## src/design/sil_pkg.sv

```systemverilog
// ============================================================================
// sil_pkg
// Shared types and constants for the sorted insertion list.
// ============================================================================
`default_nettype none

package sil_pkg;

  // Number of cells in the chain.
  localparam int unsigned CAPACITY = 16;
  // Width of the internal count, wide enough to hold CAPACITY itself.
  localparam int unsigned CNT_W    = $clog2(CAPACITY + 1);
  localparam int unsigned DATA_W   = 32;
  localparam int unsigned COUNT_W  = 5;

  // Operation codes carried in the kind field.
  typedef enum logic {
    KIND_INSERT = 1'b0,
    KIND_DUMP   = 1'b1
  } kind_e;

  // Controller states.
  typedef enum logic {
    ST_IDLE = 1'b0,
    ST_DUMP = 1'b1
  } state_e;

  // Input word.
  typedef struct packed {
    logic                     kind;
    logic signed [DATA_W-1:0] value;
  } in_t;

  // Output word.
  typedef struct packed {
    logic signed [DATA_W-1:0] item;
    logic [COUNT_W-1:0]       count;
    logic                     full_drop;
    logic                     empty_res;
    logic                     last;
  } out_t;

  // Command broadcast to every cell.
  typedef struct packed {
    logic                     insert;
    logic                     rotate;
    logic signed [DATA_W-1:0] value;
  } cell_ctrl_t;

endpackage : sil_pkg

`default_nettype wire

```

## src/design/sil_cell.sv

```systemverilog
// ============================================================================
// sil_cell
// One storage cell of the sorted chain, holding a single value.
// ============================================================================
`default_nettype none

module sil_cell import sil_pkg::*; (
  input  wire logic                     clk_i,
  input  wire cell_ctrl_t               ctrl_i,
  input  wire logic                     valid_i,
  input  wire logic                     tail_i,
  input  wire logic                     left_ge_i,
  input  wire logic signed [DATA_W-1:0] left_entry_i,
  input  wire logic signed [DATA_W-1:0] right_entry_i,
  input  wire logic signed [DATA_W-1:0] head_entry_i,
  output logic                          ge_o,
  output logic signed [DATA_W-1:0]      entry_o
);

  logic signed [DATA_W-1:0] entry_q;
  logic signed [DATA_W-1:0] entry_d;

  // An empty cell, or one whose value is not smaller, sits at or after the
  // insertion point.
  assign ge_o    = !valid_i || !(entry_q < ctrl_i.value);
  assign entry_o = entry_q;

  // On insert the cells after the insertion point take their left
  // neighbor's value and the first one takes the new value. On rotate the
  // valid prefix shifts toward the head and the head wraps to the tail.
  always_comb begin
    entry_d = entry_q;
    if (ctrl_i.insert) begin
      if (left_ge_i) begin
        entry_d = left_entry_i;
      end else if (ge_o) begin
        entry_d = ctrl_i.value;
      end
    end else if (ctrl_i.rotate && valid_i) begin
      entry_d = tail_i ? head_entry_i : right_entry_i;
    end
  end

  // Payload register, no reset needed.
  always_ff @(posedge clk_i) begin
    entry_q <= entry_d;
  end

endmodule : sil_cell

`default_nettype wire

```

## src/design/sorted_insertion_list.sv

```systemverilog
// ============================================================================
// sorted_insertion_list
// Keeps up to CAPACITY signed values in ascending order in a chain of cells.
// ============================================================================
// Usage:
// Input words arrive on in_valid_i/in_ready_o with in_i; results leave on
// out_valid_o/out_ready_i with out_o, through a single output register.
// On an insert word every cell compares its value with the
// new one in parallel and the chain shifts right by one from the insertion
// point, so inserts are accepted back to back while the output is drained.
// One result word with the new count appears the cycle after acceptance.
// A full list drops the insert and flags full_drop.
// A dump word streams the stored values one per cycle from the head cell
// while the receiver keeps up, and the chain rotates with each value;
// after count values it is back in its original order. The first value
// passes through the dump state and then the output register, and no input
// is accepted until the last value has left the dump state.
// An empty dump returns one word with empty_res set.
// When the receiver stalls, the output word holds and the block waits.
// Reset clears the count and the output valid; cell contents are not reset
// and only the first count cells are ever read.
// ============================================================================
`default_nettype none

module sorted_insertion_list import sil_pkg::*; (
  input  wire logic clk_i,
  input  wire logic rst_ni,
  input  wire logic in_valid_i,
  output logic      in_ready_o,
  input  wire in_t  in_i,
  output logic      out_valid_o,
  input  wire logic out_ready_i,
  output out_t      out_o
);

  state_e           state_q, state_d;
  logic [CNT_W-1:0] count_q, count_d;
  logic [CNT_W-1:0] idx_q, idx_d;
  logic             out_valid_q, out_valid_d;
  out_t             out_q, out_d;
  cell_ctrl_t       ctrl;
  logic             out_free;
  logic             in_acc;

  logic signed [DATA_W-1:0] entry [CAPACITY];
  logic                     ge    [CAPACITY];

  // Chain of cells.
  for (genvar i = 0; i < CAPACITY; i++) begin : g_cell
    logic                     valid;
    logic                     tail;
    logic                     left_ge;
    logic signed [DATA_W-1:0] left_entry;
    logic signed [DATA_W-1:0] right_entry;

    assign valid = CNT_W'(i) < count_q;
    assign tail  = CNT_W'(i) == count_q - CNT_W'(1);

    if (i == 0) begin : g_head
      assign left_ge    = 1'b0;
      assign left_entry = entry[0];
    end else begin : g_body
      assign left_ge    = ge[i-1];
      assign left_entry = entry[i-1];
    end

    if (i == CAPACITY - 1) begin : g_end
      assign right_entry = entry[i];
    end else begin : g_mid
      assign right_entry = entry[i+1];
    end

    sil_cell u_cell (
      .clk_i         (clk_i),
      .ctrl_i        (ctrl),
      .valid_i       (valid),
      .tail_i        (tail),
      .left_ge_i     (left_ge),
      .left_entry_i  (left_entry),
      .right_entry_i (right_entry),
      .head_entry_i  (entry[0]),
      .ge_o          (ge[i]),
      .entry_o       (entry[i])
    );
  end

  assign out_free    = !out_valid_q || out_ready_i;
  assign in_ready_o  = (state_q == ST_IDLE) && out_free;
  assign in_acc      = in_valid_i && in_ready_o;
  assign out_valid_o = out_valid_q;
  assign out_o       = out_q;

  // Next state, cell commands and the output word.
  always_comb begin
    state_d     = state_q;
    count_d     = count_q;
    idx_d       = idx_q;
    out_valid_d = out_valid_q && !out_ready_i;
    out_d       = out_q;
    ctrl.insert = 1'b0;
    ctrl.rotate = 1'b0;
    ctrl.value  = in_i.value;
    unique case (state_q)
      ST_IDLE: begin
        if (in_acc) begin
          out_valid_d     = 1'b1;
          out_d           = '0;
          out_d.last      = 1'b1;
          if (in_i.kind == KIND_INSERT) begin
            if (count_q == CNT_W'(CAPACITY)) begin
              out_d.full_drop = 1'b1;
              out_d.count     = COUNT_W'(count_q);
            end else begin
              ctrl.insert = 1'b1;
              count_d     = count_q + CNT_W'(1);
              out_d.count = COUNT_W'(count_d);
            end
          end else if (count_q == '0) begin
            out_d.empty_res = 1'b1;
          end else begin
            out_valid_d = 1'b0;
            idx_d       = '0;
            state_d     = ST_DUMP;
          end
        end
      end
      ST_DUMP: begin
        if (out_free) begin
          ctrl.rotate     = 1'b1;
          out_valid_d     = 1'b1;
          out_d.item      = entry[0];
          out_d.count     = COUNT_W'(count_q);
          out_d.full_drop = 1'b0;
          out_d.empty_res = 1'b0;
          out_d.last      = idx_q == count_q - CNT_W'(1);
          idx_d           = idx_q + CNT_W'(1);
          if (out_d.last) begin
            state_d = ST_IDLE;
          end
        end
      end
      default: state_d = ST_IDLE;
    endcase
  end

  // Control registers.
  always_ff @(posedge clk_i or negedge rst_ni) begin
    if (!rst_ni) begin
      state_q     <= ST_IDLE;
      count_q     <= '0;
      idx_q       <= '0;
      out_valid_q <= 1'b0;
    end else begin
      state_q     <= state_d;
      count_q     <= count_d;
      idx_q       <= idx_d;
      out_valid_q <= out_valid_d;
    end
  end

  // Output payload register.
  always_ff @(posedge clk_i) begin
    out_q <= out_d;
  end

  // The count never exceeds the number of cells.
  a_count_range: assert property (@(posedge clk_i) disable iff (!rst_ni)
    count_q <= CNT_W'(CAPACITY))
    else $error("count exceeds capacity");

  // A dump only runs over a non-empty list and never past its end.
  a_dump_idx: assert property (@(posedge clk_i) disable iff (!rst_ni)
    state_q == ST_DUMP |-> idx_q < count_q)
    else $error("dump index past stored count");

  // Every accepted insert word produces an output word in the next cycle.
  a_result: assert property (@(posedge clk_i) disable iff (!rst_ni)
    in_acc && in_i.kind == KIND_INSERT |=> out_valid_q && out_q.last)
    else $error("insert produced no result");

  // A dropped insert only happens on a full list.
  a_drop_full: assert property (@(posedge clk_i) disable iff (!rst_ni)
    out_valid_q && out_q.full_drop |-> count_q == CNT_W'(CAPACITY))
    else $error("drop reported on a list that is not full");

endmodule : sorted_insertion_list

`default_nettype wire
```

## config.mk

```make
export PLATFORM = sky130hd
export DESIGN_NAME = sorted_insertion_list
export DESIGN_NICKNAME = d
export VERILOG_FILES = /design/src/design/sil_pkg.sv /design/src/design/sil_cell.sv /design/src/design/sorted_insertion_list.sv
export SDC_FILE = /design/constraint.sdc
export NUM_CORES = 2
export LEC_CHECK = 0
export BUFFER_PORTS_ARGS = -buffer_cell sky130_fd_sc_hd__buf_2
export CAP_MARGIN = 20
export CORE_UTILIZATION = 40
export CTS_BUF_LIST = sky130_fd_sc_hd__clkbuf_16
export CTS_CLUSTER_SIZE = 12
export DETAILED_ROUTE_END_ITERATION = 6
export PLACE_DENSITY = 0.54
export SLEW_MARGIN = 20
export SYNTH_ARGS = -nofsm -noshare
export SYNTH_HDL_FRONTEND = slang
export SYNTH_SLANG_ARGS = --single-unit
export TNS_END_PERCENT = 30
```

## constraint.sdc

```tcl
create_clock -name clk_i -period 5.1 [get_ports clk_i]
set_input_delay 0.51 -clock clk_i [delete_from_list [all_inputs] [get_ports clk_i]]
set_output_delay 0.51 -clock clk_i [all_outputs]
set_load 0.005 [all_outputs]
```

==> impl_metrics.toml <==
[cells_and_area]
area_delta_synth_final_pct = 12.76
multi_input_area_sq_um = 24990
design_area_sq_um = 48660
drive_above_1_share = 0.1285
seq_area_sq_um = 16880
n_antenna_cell = 0
fillerInstances = 10020
nNetsFinal = 4814

[clock_network]
cts_made_buffers = 73
cts.repair.resized = 0
clk_latency_ns = 0.67
cts_tree = "yes"
cts.htree.levels = 3
cts_num_sinks = 564
clock-root-buffer = "clkbuf_16"
cts.clk_slew.worst_paths_ns = 0.06
cts_buffer_depth = 3

[place]
port_buffers = 78
routabilityCongestion = 1.018
dpl_cell_area_sq_um = 46350
dp_hpwl_mm = 130.4

[pwr]
p_per_area_nw_per_um2 = 484.7
p_clk_frac = 0.219
p_int_mw = 13.47
switchingPower_mw = 10.11
swShare = 0.4288
p_comb_frac = 0.432
vdd_ir_drop_max_mv = 0.7689
p_leak_nw = 21.48
power_frac_seq = 0.349

[global_routing]
grt_max_degree = 122
grt_pass1_wl_mm = 260.9
antenna_found_initial = 8
grt.total_usage = 0.3297
grt_pass1_vias = 35520
overflow = 0

[floorplan]
rows = 120
coreArea_sq_um = 107100
die_h_um = 330.5
die_w_um = 330.5
dieArea_sq_um = 109200
pin_count = 79
initial_core_util = 0.4031

[detailed_routing]
dr_wl_met2_mm = 79.24
vias_per_cell = 6.608
wl_met1_mm = 75.85
wl_met3_mm = 20.01
drc = 3
avgRoutedWirePerCell_um = 31.93
drt_pass1_iterations = 7
dr.first_iter.drc_count = 4752
wirelength_mm = 183.0
highest_layer = "met5"
dr_total_vias = 37870
ant_nets = 0

[logic_synthesis]
syn_area_sq_um = 43160
synth.area.top_cells = "edfxtp_1 38%, ha_1 15%, mux2i_1 9.7%, a221oi_1 4.4%, nand2_1 4.3%"
yosysUniqueCellTypes = 74
synth.most_common_cell = "edfxtp_1"
synthCells = 4234
yosys_register_bits = 564
synth_ff_type = "edfxtp_1"
yosysSeqAreaShare = 0.3911
synth_top_cell_by_area = "edfxtp_1"
yosysWarningCount = 0
synthesis.nets = 4775
yosys.area.top_type_share = 0.3841
async_flop_share = 0.02128
synthTopCellsByCount = "552 x edfxtp_1, 504 x ha_1, 495 x nand2_1"
postSynthAreaPerCell_sq_um = 10.19
synth_edf_count = 552

[sta]
worst_pin_slew_ns = 1.200
hold_viol = 0
setup_violations = 0
final.period_utilization = 0.8662
rsz0062_at_grt = "no"
finalSetupTns_ns = 0
slew_headroom = 0.1999
finClkSkew_ns = 0.03276
drv_slew = 0
period_needed_ns = 4.418
fmax_mhz = 226.4

[worst_setup_path]
start_kind = "primary input"
cp_max_fo = 20
critPathCaptureType = "flip-flop"
cp_data_arrival_time_ns = 4.76
cp.required_ns = 5.44
worstSetupPathType = "in -> reg"

[status]
violations = "design-rule violations"
status = "finished, violations left"

[flow_run]
drv_cap = 0

[min_path]
hold_path.class = "in -> reg"
-- timing repair --
item                                   CTS  global route
buffers inserted                         0             0
hold buffers                             1             0
setup endpoints to repair                0             0
endpoints found under the hold margin   12             0
-- power groups by stage --
stage          clock network, mW  logic [mW]  registers [mW]
6_report                    5.17        10.2            8.22
5_1_grt                     5.37        10.8            8.29
4_1_cts                     5.23        9.90            8.17
3_5_place_dp                   0        9.85            8.26
3_3_place_gp                   0        9.77            8.27
2_1_floorplan                  0        6.32            7.56
-- through the flow --
| stage | setup slack, ns | utilization | total power [mW] | std cells | hold slack (ns) |
|---|---|---|---|---|---|
| 2_1_floorplan | 0.03657 | - | 13.88 | 4234 | 0.2144 |
| 3_3_place_gp | 0.1599 | 0.4329 | 18.04 | 5598 | 0.4154 |
| 3_5_place_dp | 0.2028 | 0.4329 | 18.11 | 5599 | 0.4149 |
| 4_1_cts | 0.8819 | 0.4543 | 23.30 | 5729 | 0.08835 |
| 5_1_grt | 0.5183 | 0.4546 | 24.47 | 5730 | 0.1250 |
| 6_report | 0.6822 | 0.4546 | 23.58 | 5730 | 0.1155 |
-- kinds of logic (layout without fill, tap and decap cells) --
| kind of cell | Yosys count | in the layout | synth area share |
|---|---|---|---|
| and+or+nand+nor | 1199 | 1199 | 0.1311 |
| AOI/OAI and AO/OA | 1080 | 1080 | 0.1758 |
| DFF | 564 | 564 | 0.3911 |
| adders and majority gates | 504 | 504 | 0.1461 |
| muxes | 484 | 484 | 0.1141 |
| buffers and inverters | 387 | 480 | 0.03847 |
| xor gates and xnor gates | 16 | 16 | 0.003247 |
-- area by class of cell --
class                   count  area share
clock inverters            53    0.007714
clock buffers              76     0.03908
well taps                1403     0.03607
inverters                  44    0.003394
multi-input cells        3283      0.5136
repair buffers            307     0.05328
flip-flops and latches    564      0.3468
-- placed cells by master, fill, tap and decap left out, types with 12 or more instances in the layout --
cell       instances
a211oi_1          45
a21o_1           146
a21oi_1          224
a221oi_1         215
a221oi_2          26
a22o_1            31
a31oi_1           13
and2_1            34
and3_1            70
and4_1            20
buf_12            37
buf_2             79
buf_4            189
clkbuf_16         76
clkinv_1          19
edfxtp_1         552
ha_1             504
inv_1             57
mux2_2            65
mux2i_1          419
nand2_1          478
nand2_2           16
nand2b_1          27
nand3_1           96
nand4_1           68
nor2_1           120
nor2b_1           14
nor3_1           211
o21a_1            12
o21ai_0          143
o21ai_1           77
o22ai_1           35
o311a_1           32
-- final timing paths --
path,start,endpoint,slack (ns),cells past startpoint
worst max-delay path,in_i[31],g_cell[2].u_cell.entry_o[8],0.68,12
worst min-delay path,in_valid_i,out_valid_o,0.12,3
worst max register to register,count_q[1],g_cell[12].u_cell.entry_o[15],0.69,9
worst min register to register,idx_q[0],idx_q[0],0.55,1
max in group asynchronous,rst_ni,state_q,4.57,2
min in group asynchronous,rst_ni,count_q[3],0.28,2
-- critical path, cell delays in order --
cell     delay [ns]
buf_2          0.29
inv_1          0.40
buf_4          0.30
ha_1           0.35
nand4_1        0.15
or3_1          0.56
nor4_1         0.83
a31oi_1        0.23
and2_2         0.30
a21o_1         0.21
o21ai_4        0.28
buf_12         0.31
-- routing by layer --
layer	vias up	GRT usage
li1	16570	-
met2	2189	0.4969
met3	389	0.08366
met1	18700	0.4510
met5	-	0
met4	14	0.1290
-- state kept, by name (all words and copies together), names as in the netlist --
register and cells:
count_q 5, state_q 1, out_o 40, out_valid_o 1, idx_q 5, g_cell.u_cell.entry_o 512
No activity file was read; power rests on OpenSTA's default activity.
